### src/hw/rtl/ccp_pkg.sv
// Shared widths, status codes and sidecar types for the circumcircle pipeline.
package ccp_pkg;

   localparam int COORD_WIDTH = 16;
   localparam int DIFW  = COORD_WIDTH + 1;    // point difference
   localparam int PW    = 2 * DIFW;           // first-level products and squared lengths
   localparam int DETW  = PW + 2;             // d = 2*(bx*cy - by*cx)
   localparam int NUMW  = DIFW + PW + 2;      // centre offset numerators
   localparam int NW    = NUMW + 1;           // rounding dividend, quotient
   localparam int DVW   = DETW + 1;           // rounding divisor 2|d|
   localparam int RW    = DVW + 1;            // partial remainder
   localparam int OW    = NW + 1;             // signed centre offset
   localparam int CSW   = NW + 2;             // offset plus first point
   localparam int OUTW  = 32;                 // result field width
   localparam int SQW   = 2 * OUTW;           // squared radius
   localparam int SQN   = OUTW;               // root bits, one per cell

   typedef enum logic [1:0] {
      ST_OK    = 2'd0,
      ST_COINC = 2'd1,
      ST_COLIN = 2'd2,
      ST_SAT   = 2'd3
   } status_type;

   typedef struct packed {
      logic signed [COORD_WIDTH-1:0] x1;
      logic signed [COORD_WIDTH-1:0] y1;
      logic                          coinc;
      logic                          colin;
      logic                          negx;
      logic                          negy;
   } div_side_type;

   typedef struct packed {
      logic [OUTW-1:0] cx;
      logic [OUTW-1:0] cy;
      logic            coinc;
      logic            colin;
      logic            csat;
      logic            rbig;
   } sqrt_side_type;

endpackage

### src/hw/rtl/ccp_sqrt_cell.sv
// One digit-by-digit square-root cell: one root bit per cell.
module ccp_sqrt_cell import ccp_pkg::*; (
   input  logic           clock,
   input  logic           reset,
   input  logic           en,
   input  logic           valid_i,
   input  logic [SQW-1:0] s_i,
   input  logic [SQW-1:0] res_i,
   input  logic [SQW-1:0] bit_i,
   input  sqrt_side_type  side_i,
   output logic           valid_o,
   output logic [SQW-1:0] s_o,
   output logic [SQW-1:0] res_o,
   output logic [SQW-1:0] bit_o,
   output sqrt_side_type  side_o
);

   logic           valid_ff;
   logic [SQW-1:0] s_ff, s_in, res_ff, res_in, bit_ff, bit_in;
   logic [SQW:0]   trial;
   logic           ge;
   sqrt_side_type  side_ff;

   always_comb begin
      trial  = {1'b0, res_i} + {1'b0, bit_i};
      ge     = {1'b0, s_i} >= trial;
      s_in   = ge ? s_i - trial[SQW-1:0] : s_i;
      res_in = ge ? (res_i >> 1) + bit_i : res_i >> 1;
      bit_in = bit_i >> 2;
   end

   always_ff @(posedge clock) begin
      if (reset) begin
         valid_ff <= 1'b0;
      end else if (en) begin
         valid_ff <= valid_i;
      end
   end

   always_ff @(posedge clock) begin
      if (en) begin
         s_ff    <= s_in;
         res_ff  <= res_in;
         bit_ff  <= bit_in;
         side_ff <= side_i;
      end
   end

   assign valid_o = valid_ff;
   assign s_o     = s_ff;
   assign res_o   = res_ff;
   assign bit_o   = bit_ff;
   assign side_o  = side_ff;

endmodule

### config.mk
export PLATFORM = sky130hd
export DESIGN_NAME = ccp_sqrt_cell
export DESIGN_NICKNAME = d
export VERILOG_FILES = /design/src/hw/rtl/ccp_pkg.sv /design/src/hw/rtl/ccp_sqrt_cell.sv
export SDC_FILE = /design/constraint.sdc
export NUM_CORES = 1
export LEC_CHECK = 0
export BUFFER_PORTS_ARGS = -buffer_cell sky130_fd_sc_hd__buf_2
export CAP_MARGIN = 20
export CELL_PAD_IN_SITES_DETAIL_PLACEMENT = 0
export CELL_PAD_IN_SITES_GLOBAL_PLACEMENT = 1
export CORE_MARGIN = 5
export CORE_UTILIZATION = 42
export CTS_CLUSTER_DIAMETER = 100
export DETAILED_ROUTE_END_ITERATION = 6
export GPL_TIMING_DRIVEN = 0
export PLACE_DENSITY_LB_ADDON = 0.1
export SETUP_SLACK_MARGIN = 0.02
export SLEW_MARGIN = 20
export SYNTH_ARGS = -nofsm -noshare
export SYNTH_HDL_FRONTEND = slang
export SYNTH_SLANG_ARGS = --single-unit
### constraint.sdc
create_clock -name clock -period 9.9 [get_ports clock]
set_clock_uncertainty 0.2 [all_clocks]
set_input_delay 1.98 -clock clock [delete_from_list [all_inputs] [get_ports clock]]
set_output_delay 1.98 -clock clock [all_outputs]
set_load 0.005 [all_outputs]
=== After elaboration in Yosys (flattened, before gate mapping) ===
Cells that the tools add are included.

* Word-level logic and storage cells: 17
* Bits in read-only memories: 0
* Memory bits (writable): 0
* Memories: 0
* Latch bits: 0
* Bits in registers: 259

* Shifts and indexed selects: 0
* Divide/modulo/power cells: 0
* Reductions and logical operators: 0
* Multiplexer cells: 2
* Magnitude comparators: 1
* Multiply operators: 0
* $add $sub $neg: 3
* Bitwise operators: 0
* Eq/ne operators: 0

{| class="wikitable"
|+ Operator list
! cell !! count
|-
| adder 64 x 64 -> 65 bit || 1
|-
| >= comparator 64 x 65 -> 1 bit || 1
|-
| adder 63 x 64 -> 64 bit || 1
|-
| 2-to-1 mux 64 bit || 1
|-
| subtractor 64 bit || 1
|-
| 2-to-1 mux 63 bit || 1
|}

=== Logic depth before layout (Yosys ltp) ===
* Word-level depth: 3
* Gate-level depth with buffers: 27
* Gate-level depth less buffers: 25

=== Worst setup path before layout ===
OpenSTA, ideal clock, no wires.

* Kind: in2reg
* From: input port res_i[0]
* To: register res_ff[0] (netlist: res_o[0]), data pin
* Setup slack: 2075 ps
* Data arrival time: 7365 ps
* Cell stages on the path: 26
* Path buffers: 3
* Cells stage by stage: ha_1 -> fa_1 -> a211oi_2 -> o21ai_1 -> a31o_2 -> a211o_2 -> a31o_4 -> a21o_1 -> a21oi_4 -> o21ai_2 -> a221o_2 -> a41oi_1 -> xor2_1 -> ha_1 -> and3_1 -> clkbuf_1 -> nand2_1 -> nor3_1 -> nand2b_1 -> o21ai_0 -> a31oi_1 -> a211o_1 -> a41oi_4 -> buf_12 -> buf_12 -> mux2_4

* Word-level cells in the longest chain between the ends: 3

{| class="wikitable"
|+ RTL lines
! what !! RTL line !! RTL
|-
| start, declared || ccp_sqrt_cell.sv:8 || <nowiki>input logic [SQW-1:0] res_i,</nowiki>
|-
| adder 64 x 64 -> 65 bit || ccp_sqrt_cell.sv:25 || <nowiki>trial = {1'b0, res_i} + {1'b0, bit_i};</nowiki>
|-
| >= comparator 64 x 65 -> 1 bit || ccp_sqrt_cell.sv:26 || <nowiki>ge = {1'b0, s_i} >= trial;</nowiki>
|-
| 2-to-1 mux 63 bit || ccp_sqrt_cell.sv:28 || <nowiki>res_in = ge ? (res_i >> 1) + bit_i : res_i >> 1;</nowiki>
|-
| net res_in[0] || ccp_sqrt_cell.sv:19 || <nowiki>logic [SQW-1:0] s_ff, s_in, res_ff, res_in, bit_ff, bit_in;</nowiki>
|-
| end signal, assigned || ccp_sqrt_cell.sv:43 || <nowiki>res_ff <= res_in;</nowiki>
|-
| end, declared || ccp_sqrt_cell.sv:19 ||
|}

The timed path passes the listed nets, and every way through them passes these cells.
A chain may end at the register's enable or synchronous reset.

=== Final worst setup path ===
* From: input port res_i[0]
* To: register s_ff[24] (netlist: s_o[24]), data pin

* Word-level cells in the longest chain between the ends: 3
* Elaborated cells on any way between the ends: 4
* Those cells by class: 2 x add/sub; 1 x order compare; 1 x mux

{| class="wikitable"
|+ RTL lines
! what !! RTL line !! RTL
|-
| adder 64 x 64 -> 65 bit * || ccp_sqrt_cell.sv:25 ||
|-
| subtractor 64 bit / >= comparator 64 x 65 -> 1 bit (equally long branches) || ccp_sqrt_cell.sv:27, ccp_sqrt_cell.sv:26 ||
|-
| 2-to-1 mux 64 bit * || ccp_sqrt_cell.sv:27 || <nowiki>s_in = ge ? s_i - trial[SQW-1:0] : s_i;</nowiki>
|-
| net s_in[24] || ccp_sqrt_cell.sv:19 ||
|-
| end signal, assigned || ccp_sqrt_cell.sv:42 || <nowiki>s_ff <= s_in;</nowiki>
|-
| end, declared || ccp_sqrt_cell.sv:19 ||
|}

The timed path passes the listed nets; every way through them passes the cells marked *.

==> run metrics <==
status=finished, final reports clean; share of post-route cells with drive strength above 1=28.0%; dominant synthesized flop cell=edfxtp_1; RR Startpoint=valid_o; routed len/inst=21.0 um; Mapped Area=0.0208 mm2; Mapped Cells=about 2.0k; Final min period=between 8 and 9 ns; Worst path max stage delay=0.62 ns; CTS Buf Count=30; Pleak=11.2 nW; RSZ-0062 raised after global routing=false; dominant cells by area after synthesis=edfxtp_1 (37%), ha_1 (12%), mux2_4 (7.2%); Synth area leader=edfxtp_1; Worst-Skew Late Latency=0.60 ns; Setup crit start=res_i[0]; CTS clk-pin slew, worst paths=0.06 ns; Clock Path Buffers=3; register area share after synthesis=37.4%; Syn-to-layout area delta=21.8%; die width=between 200 and 250 um; post-synth top area share=37.3%; max cap viols=0; worst min path class=reg -> reg; total track usage=23.9%; First-pass DRT Iterations=5; Fin. Hold Viols=0; worst r2r dst=valid_o; PD cells=approximately 180 mW/mm2; hold bufs inserted after CTS=0; area of the core=just under 0.05 mm2; # fillers=4665; CP Data Arrival Time=8.73 ns; area of the multi-input gates=0.0124 mm2; Chip Height=232 um; largest net degree at the start of global routing=roughly 100; Crit Path Max Fanout=10; actual slew at the worst max-slew pin=approximately 1.1 ns; Max H-tree Level=1; CTS Root Cell=clkbuf_16; Starting Density=between 40% and 50%; YS warnings=0; CTS tree=built; gr ovfl total=0; register bit total from synthesis=259; Synth top cells by count=edfxtp_1 (258), a21oi_1 (218), ha_1 (191); Port Buffers=522; final slew viol count=0; slowest CP cell=nor4_1; syn_area_per_cell=~10 um2; Rel. slew slack=27.4%; die footprint=0.0540 mm2; routability cong.=0.923; routed via count=17.9k; R2R depth=2; drt via density=5.51; Startpoint Class=input pin; storage element area=approximately 0.008 mm2; io pins=around 530; DR DRC count=0; Post-Route Setup TNS=0 ns; Yosys cell types=84; clock sink count=259; vias in the first global route=17.6k; WL final=68.4 mm; cell with the most instances after synthesis=edfxtp_1; nets@finish=3014; Tcrit/Tclk final=slightly below 90%; post-synthesis async set-or-reset flop share=0%; most frequent CP cell=o21ai_0; Setup CP Type=in -> reg; Max IR drop VDD=137 uV; CTS resizes=0; Post-synth EDFFs=258; post-route ant nets=0; initial antenna violation count=14; Setup Fix Bufs, Post-CTS=0; FMAX=approximately 120 MHz; Site Rows=81; Reg2Reg Setup Slack=9.11 ns; data required time of the critical path=between 10 and 15 ns; Post-DP HPWL=56.9 mm; final setup fails=0; First DRT Iteration DRCs=1084; crit path to=s_o[24]; final core utilization=51.6%; CP Capture Type=flip-flop; first-pass GRT wire length=102 mm
## flip-flops by register name (all words and copies together) (netlist names)
register and cells:
valid_o 1, side_o 68, res_o 64, s_o 64, bit_o 62
## cells in the final DEF (no fill, tap or decap), types with 7 or more instances in the layout
master,instances
a211o_1,10
a211oi_1,19
a21o_1,120
a21oi_1,218
a31oi_1,24
a41oi_1,8
and2_1,16
and3_1,23
buf_12,11
buf_2,521
clkbuf_1,56
clkbuf_16,30
clkinv_2,7
diode_2,8
edfxtp_1,258
ha_1,191
inv_1,37
mux2_1,15
mux2_2,9
mux2_4,100
nand2_1,139
nand2b_1,28
nand3_1,32
nand4_1,38
nor2_1,103
nor2b_1,26
nor3_1,25
nor4_1,7
o21a_1,17
o21ai_0,126
o21bai_1,28
o31a_1,8
o31ai_1,12
xnor2_1,96
xor2_1,76
## metal layers
metal / vias up / GRT usage [%] / share of wire (%) / wire length, um
met1: 8488 / 31.7 / 43 / 29500
li1: 8787 / - / - / -
met3: 105 / 3.78 / 5.9 / 4040
met5: - / 0 / 0.13 / 89
met2: 520 / 40.1 / 48 / 32800
met4: 12 / 7.44 / 2.9 / 2000
## through the flow
stage	area [um2]	total power, mW	setup WS (ns)	cells	hold slack (ns)
floorplan	20800	2.77	2.07	2000	0.285
detailed placement	24300	3.39	0.704	3188	0.299
finish	25300	4.48	1.29	3252	0.307
global placement	24200	3.39	0.686	3186	0.274
CTS	25300	4.53	1.31	3244	0.316
global route	25300	4.77	0.741	3249	0.345
## worst max-delay path: cells and delay by family
kind                       cells  cell delay [ns]
AOI/OAI and AO/OA             16             3.53
adders and majority gates      3             1.08
and+or+nand+nor                3             1.08
buffers and inverters          3             0.54
muxes                          1             0.32
xor gates and xnor gates       1             0.14
## final cells by class
class | instances | share of cell area [%]
Clock inverter | 22 | 0.871
Clock buffer | 34 | 3.03
Buffer | 69 | 1.86
Inverter | 37 | 0.549
Sequential cell | 259 | 30.7
Tap cell | 664 | 3.29
Timing Repair Buffer | 524 | 10.6
Multi-Input combinational cell | 1635 | 49.0
Antenna cell | 8 | 0.0792
## kinds of logic after synthesis
kind of cell    count (synthesis)  share of synthesized area, %
simple gates                  471                          11.2
mux                           130                          8.82
compound gates                666                          20.6
xor+xnor                      172                          7.26
fa+ha+maj                     194                          11.8
other cells                     1                        0.0181
flops                         259                          37.4
buf+inv                       106                          2.93
## power by group
part / internal [mW] / switching (mW)
sequential: 1.39 / 0.0368
combinational: 0.875 / 1.07
clock: 0.637 / 0.469
## how the worst min path moves through the flow
stage                     startpoint  endpoint  slack (ns)  cells past startpoint
after detailed placement     valid_o   valid_o        0.30                      2
final                        valid_o   valid_o        0.31                      2
after floorplan              valid_o   valid_o        0.28                      2
after global placement       valid_o   valid_o        0.27                      2
after CTS                    valid_o   valid_o        0.32                      2
after global routing         valid_o   valid_o        0.35                      2
No activity file was read; power rests on OpenSTA's default activity.
