$ cat config.mk
export PLATFORM = sky130hd
export DESIGN_NAME = ccp_div_cell
export DESIGN_NICKNAME = d
export VERILOG_FILES = /design/src/hw/rtl/ccp_pkg.sv /design/src/hw/rtl/ccp_div_cell.sv
export SDC_FILE = /design/constraint.sdc
export NUM_CORES = 1
export LEC_CHECK = 0
export ABC_AREA = 1
export BUFFER_PORTS_ARGS = -buffer_cell sky130_fd_sc_hd__buf_2
export CORE_AREA = 4 4 286 288
export DETAILED_ROUTE_END_ITERATION = 7
export DIE_AREA = 0 0 290 292
export PLACE_DENSITY = 0.45
export SKIP_LAST_GASP = 1
export SLEW_MARGIN = 20
export SYNTH_ARGS = -nofsm -noshare
export SYNTH_HDL_FRONTEND = slang
export SYNTH_SLANG_ARGS = --single-unit
$ cat constraint.sdc
create_clock -name clock -period 2.1 [get_ports clock]
set_input_delay 0.105 -clock clock [delete_from_list [all_inputs] [get_ports clock]]
set_output_delay 0.105 -clock clock [all_outputs]
set_load 0.01 [all_outputs]
$ cat src/hw/rtl/ccp_pkg.sv
// Shared widths, status codes and sidecar types for the circumcircle pipeline.
package ccp_pkg;

   localparam int COORD_WIDTH = 16;
   localparam int DIFW  = COORD_WIDTH + 1;    // point difference
   localparam int PW    = 2 * DIFW;           // first-level products and squared lengths
   localparam int DETW  = PW + 2;             // d = 2*(bx*cy - by*cx)
   localparam int NUMW  = DIFW + PW + 2;      // centre offset numerators
   localparam int NW    = NUMW + 1;           // rounding dividend, quotient
   localparam int DVW   = DETW + 1;           // rounding divisor 2|d|
   localparam int RW    = DVW + 1;            // partial remainder
   localparam int OW    = NW + 1;             // signed centre offset
   localparam int CSW   = NW + 2;             // offset plus first point
   localparam int OUTW  = 32;                 // result field width
   localparam int SQW   = 2 * OUTW;           // squared radius
   localparam int SQN   = OUTW;               // root bits, one per cell

   typedef enum logic [1:0] {
      ST_OK    = 2'd0,
      ST_COINC = 2'd1,
      ST_COLIN = 2'd2,
      ST_SAT   = 2'd3
   } status_type;

   typedef struct packed {
      logic signed [COORD_WIDTH-1:0] x1;
      logic signed [COORD_WIDTH-1:0] y1;
      logic                          coinc;
      logic                          colin;
      logic                          negx;
      logic                          negy;
   } div_side_type;

   typedef struct packed {
      logic [OUTW-1:0] cx;
      logic [OUTW-1:0] cy;
      logic            coinc;
      logic            colin;
      logic            csat;
      logic            rbig;
   } sqrt_side_type;

endpackage

$ cat src/hw/rtl/ccp_div_cell.sv
// One restoring-division cell: one quotient bit of both centre offsets.
module ccp_div_cell import ccp_pkg::*; (
   input  logic              clock,
   input  logic              reset,
   input  logic              en,
   input  logic              valid_i,
   input  logic [NW-1:0]     nx_i,
   input  logic [NW-1:0]     ny_i,
   input  logic [RW-1:0]     rx_i,
   input  logic [RW-1:0]     ry_i,
   input  logic [NW-1:0]     qx_i,
   input  logic [NW-1:0]     qy_i,
   input  logic [DVW-1:0]    d_i,
   input  div_side_type      side_i,
   output logic              valid_o,
   output logic [NW-1:0]     nx_o,
   output logic [NW-1:0]     ny_o,
   output logic [RW-1:0]     rx_o,
   output logic [RW-1:0]     ry_o,
   output logic [NW-1:0]     qx_o,
   output logic [NW-1:0]     qy_o,
   output logic [DVW-1:0]    d_o,
   output div_side_type      side_o
);

   logic              valid_ff;
   logic [NW-1:0]     nx_ff, ny_ff, qx_ff, qy_ff;
   logic [NW-1:0]     nx_in, ny_in, qx_in, qy_in;
   logic [RW-1:0]     rx_ff, ry_ff, rx_in, ry_in;
   logic [RW-1:0]     shx, shy;
   logic              gex, gey;
   logic [DVW-1:0]    d_ff;
   div_side_type      side_ff;

   always_comb begin
      // bring down the next dividend bit, subtract where it fits
      shx   = {rx_i[RW-2:0], nx_i[NW-1]};
      shy   = {ry_i[RW-2:0], ny_i[NW-1]};
      gex   = shx >= {1'b0, d_i};
      gey   = shy >= {1'b0, d_i};
      rx_in = gex ? shx - {1'b0, d_i} : shx;
      ry_in = gey ? shy - {1'b0, d_i} : shy;
      nx_in = {nx_i[NW-2:0], 1'b0};
      ny_in = {ny_i[NW-2:0], 1'b0};
      qx_in = {qx_i[NW-2:0], gex};
      qy_in = {qy_i[NW-2:0], gey};
   end

   always_ff @(posedge clock) begin
      if (reset) begin
         valid_ff <= 1'b0;
      end else if (en) begin
         valid_ff <= valid_i;
      end
   end

   always_ff @(posedge clock) begin
      if (en) begin
         nx_ff   <= nx_in;
         ny_ff   <= ny_in;
         rx_ff   <= rx_in;
         ry_ff   <= ry_in;
         qx_ff   <= qx_in;
         qy_ff   <= qy_in;
         d_ff    <= d_i;
         side_ff <= side_i;
      end
   end

   assign valid_o = valid_ff;
   assign nx_o    = nx_ff;
   assign ny_o    = ny_ff;
   assign rx_o    = rx_ff;
   assign ry_o    = ry_ff;
   assign qx_o    = qx_ff;
   assign qy_o    = qy_ff;
   assign d_o     = d_ff;
   assign side_o  = side_ff;

endmodule

Word-level counts from Yosys, hierarchy flattened
Cells that the tools add are included.
{ "classes": {"mux": 2, "n_div": 0, "add_sub_neg": 2, "bitwise_logic": 0, "n_eq_ne": 0, "mul": 0, "n_lt_le_gt_ge": 2, "n_reduce_logical": 0, "n_shift": 0} }
{ "op_table": {"columns": ["op", "count"], "rows": [
  [">= comparator 38 x 37 -> 1 bit", 2],
  ["2-to-1 mux 38 bit", 2],
  ["subtractor 38 x 37 -> 38 bit", 2]
]} }
{ "word_totals": {"latch_bits": 0, "out_inout_bits": 366, "ram_bits": 0, "memories": 0, "mem_bits_ro": 0, "regBits": 364} }

Logic depth before layout (Yosys ltp)
{ "depth": {"word_depth": 2, "ltp_mapped": 16, "depth_no_buf": 15} }

Worst setup path after synthesis
OpenSTA, ideal clock, no wires.
{ "synth_timing": {"path_type": "input-to-reg", "from": "input ny_i[53]", "to": "register ry_ff[13], in the netlist ry_o[13] (data pin)", "arrival_time_ns": 1.588, "stages": 14, "setup_slack_ns": 0.260, "path_cell_list": "inv_1 -> ha_1 -> inv_1 -> fa_1 -> nand2_1 -> nand3_1 -> nand2_1 -> nand3_2 -> nand3_2 -> nand2_4 -> buf_6 -> buf_6 -> nand2_1 -> nand2_1"} }
{ "synth_via": {"elab_chain_cells": 2, "word_cells_on_any_way": 3, "cone_classes": "add/sub: 1; order compare: 1; mux: 1"} }
{ "synth_lines": {"columns": ["element", "line", "source"], "rows": [
  ["start, declared", "ccp_div_cell.sv:8", "input logic [NW-1:0] ny_i,"],
  [">= comparator 38 x 37 -> 1 bit", "ccp_div_cell.sv:40", "gey = shy >= {1'b0, d_i};"],
  ["net gey", "ccp_div_cell.sv:31", "logic gex, gey;"],
  ["2-to-1 mux 38 bit", "ccp_div_cell.sv:42", "ry_in = gey ? shy - {1'b0, d_i} : shy;"],
  ["net ry_in[13]", "ccp_div_cell.sv:29", "logic [RW-1:0] rx_ff, ry_ff, rx_in, ry_in;"],
  ["end signal, assigned", "ccp_div_cell.sv:62", "ry_ff <= ry_in;"],
  ["end, declared", "ccp_div_cell.sv:29", null]
]} }
The timed path passes the listed nets, and every way through them passes these cells.
A chain may end at the register's enable or synchronous reset.

Final worst setup path
{ "layout_timing": {"from": "input ry_i[33]", "to": "register ry_ff[34], in the netlist ry_o[34] (data pin)"} }
{ "layout_via": {"elab_chain_cells": 2, "word_cells_on_any_way": 3, "cone_classes": "add/sub: 1; order compare: 1; mux: 1"} }
{ "layout_lines": {"columns": ["element", "line", "source"], "rows": [
  ["start, declared", "ccp_div_cell.sv:10", "input logic [RW-1:0] ry_i,"],
  ["subtractor 38 x 37 -> 38 bit or >= comparator 38 x 37 -> 1 bit (tied branches)", "ccp_div_cell.sv:42, ccp_div_cell.sv:40", null],
  ["2-to-1 mux 38 bit (*)", "ccp_div_cell.sv:42", null],
  ["net ry_in[34]", "ccp_div_cell.sv:29", null]
]} }
Mark *: on every way through the listed nets, which the timed path passes. The rest lies on a longest branch.

==> flow_metrics.tcl <==
set metrics [dict create \
    r2r_start "valid_o$_SDFFE_PP0P_" \
    critPathMaxStageDelay_ns 0.52 \
    final.setup.worst_slack_ns 0.0150 \
    post-place-ws_ns -0.361 \
    syn_area_sq_um 17900 \
    antenna_found_initial 7 \
    critPathLaunchType "primary input" \
    finalHoldViolations 0 \
    switchingPower_uw 6430 \
    drive_gt1_share_pct 35.9 \
    final_area_sq_um 30700 \
    clock_latency_ns 0.57 \
    drcViolationCount 0 \
    first_global_vias 18800 \
    dpl.cell_count 3949 \
    synth_fa_ha_area_share_pct 5.39 \
    coreArea_sq_um 78900 \
    synth_simple_gate_area_share_pct 22.7 \
    yosysWarningCount 0 \
    grt_pass1_wl_mm 122 \
    min_period_over_period_pct 99.3 \
    synth_compound_area_share_pct 2.56 \
    finalWirelength_mm 84.7 \
    critPathMaxFanout 9 \
    cts.reportedPaths.clkPinSlew_ns 0.06 \
    port_buffers 728 \
    io_pins 735 \
    hold_depth 4 \
    min_period_ns 2.08 \
    final-setup-viol-count 0 \
    synth_mux_area_share_pct 0.0559 \
    final_cell_mix "buf_2, nand2_1, edfxtp_1, dlygate4sd3_1, buf_4" \
    place_congestion 0.938 \
    crit_buf_inv 5 \
    fin_nets 3753 \
    r2r-end "valid_o$_SDFFE_PP0P_" \
    cp_common_cell "nand2_1" \
    crit_chain "dlygate4sd3_1, buf_2, ha_1, inv_1, o21ai_0, nand2_1, nand2_1, a21oi_1, nand2_1, nor2_2, nand2_4, buf_4, buf_12, nand3_1, nand2_1" \
    htreeDepth 2 \
    synth_cells 1864 \
    crit_path_end_kind "register" \
    hold_class "primary input to register" \
    critPathKind "primary input to register" \
    rr_worst_depth 3 \
    combPwrFrac_pct 23.9 \
    leakagePower_uw 0.0149 \
    die_w_um 290 \
    start_util_pct 22.7 \
    critPathLaunch "ry_i[33]" \
    cap_violations 0 \
    track_usage_pct 19.2 \
    antenna_left 0 \
    fillerInstances 8053 \
    synth-edff-count 363 \
    finalNonFillerCells 4397 \
    cp.arrival_ns 2.42 \
    clock_tree.root_cell "clkbuf_16" \
    rsz0062_at_grt "yes" \
    cts.sinks 364 \
    fmax_mhz 480 \
    min_to "ry_o[1]$_DFFE_PP_" \
    tns_ns 0 \
    cts_tree "done" \
    required_ns 2.43 \
    avgSynthCellArea_sq_um 9.61 \
    num_rows 103 \
    skew_ns 0 \
    die_h_um 292 \
    via_count 18100 \
    syn_to_final_growth_pct 71.4 \
    clk_path_buf_depth 3 \
    final_common_cell "buf_2" \
    p_clk_share_pct 35.9 \
    synth_seq_cells 364 \
    hold_path.startpoint "ry_i[0]" \
    vdd_drop_max_mv 0.495 \
    grt_max_degree 60 \
    routed_via_density 4.11 \
    die-area_sq_um 84700 \
    finalCoreUtilization_pct 38.9 \
    p_int_uw 16000 \
    placedInstanceArea_sq_um 25300 \
    p_sw_share_pct 28.6 \
    drtIter0Drc 887 \
    yosysUniqueCellTypes 33 \
    ys.flop_type "edfxtp_1" \
    ys_seq_area_share_pct 60.9 \
    dp.final_hpwl_mm 68.6 \
    synth_xor_xnor_area_share_pct 1.66 \
    finalMaxSlewViolations 0 \
    cts_buffers 44 \
    r2r_setup_slack_ns 0.93 \
    synthArstFlopShare_pct 0 \
    p_per_area_nw_per_um2 731 \
    seqPwrFrac_pct 40.2 \
    crit_family "buffers and inverters" \
    synth_top_family_by_area "simple AND/OR/NAND/NOR gates" \
    status "finished, final reports clean" \
    drtPass1Iterations 5 \
    post_drt_wl_per_cell_um 19.3 \
    grt.overflow.total 0 \
    cp_slowest_cell "dlygate4sd3_1" \
]
-- what timing repair did --
item	CTS	global route
hold buffers	363	0
setup buffers	0	0
hold endpoints to repair	387	0
endpoints found under the setup margin	0	72
gates resized for setup	0	60
-- synthesized netlist by cell type (17+ instances only) --
cell      count  share of area, %
nand2_1     702                15
edfxtp_1    363                61
inv_1       276               5.8
nor2_1      165               3.5
nand3_1      81               2.3
ha_1         74               5.2
a21oi_1      53               1.5
xor2_1       30               1.5
o21ai_0      22              0.61
nand3b_1     17              0.71
-- routing by layer --
layer  GRT usage, %  share of wire, %  up-vias
met3           3.52               4.8       96
met2           37.9                55      529
met5              0                 0        -
met1           21.0                38     8509
met4           4.51               2.4        0
li1               -                 -     8937
-- through the flow --
stage / total power [uW] / hold WS [ns]
final: 22500 / 0.0495
after global routing: 23600 / 0.0321
after CTS: 22700 / 0.00750
after detailed placement: 13900 / 0.283
after global placement: 14000 / 0.281
after floorplan: 11100 / 0.177
-- worst min-delay path, cell delays in order --
cell and delay (ns):
buf_2 0.12, fa_1 0.17, nand2_1 0.05, nand2_1 0.06
-- power by group through the flow --
stage | Combinational, uW | Clock, uW | Sequential, uW
finish | 5370 | 8060 | 9030
global route | 5870 | 8610 | 9090
CTS | 5370 | 8340 | 9030
detailed placement | 4770 | 0 | 9170
global placement | 4780 | 0 | 9180
floorplan | 1580 | 0 | 9520
-- flip-flops by register name (all words and copies together), names as in the netlist --
register,count
qx_o,54
qy_o,54
nx_o,53
ny_o,53
rx_o,38
ry_o,38
d_o,37
side_o,36
valid_o,1
-- worst max-delay path by stage --
stage	slack (ns)	endpoint	depth (start not counted)
2_1_floorplan	0.26	ry_o[13]$_DFFE_PP_	14
3_3_place_gp	-0.38	rx_o[37]$_DFFE_PP_	12
3_5_place_dp	-0.36	rx_o[37]$_DFFE_PP_	12
4_1_cts	0.006	ry_o[33]$_DFFE_PP_	15
5_1_grt	-0.06	ry_o[33]$_DFFE_PP_	16
6_report	0.02	ry_o[34]$_DFFE_PP_	15
-- cell families after synthesis --
logic type | count (synthesis)
buffers and inverters | 296
flip-flops | 364
XOR/XNOR | 34
other | 1
adder cells (fa/ha/maj) | 76
AO/OA/AOI/OAI | 86
multiplexers | 1
AND/OR/NAND/NOR | 1006
-- final cells by class --
class	count	area [sq um]	area share, %
antenna	4	10.0	0.0326
clock buffer	47	1110	3.62
clock inverter	34	397	1.29
inverter	280	1050	3.42
multi-input combinational	1205	6050	19.7
sequential	364	10900	35.6
tap	1050	1310	4.28
timing repair buffer	1413	9860	32.1
(Power assumes the default switching activity.)
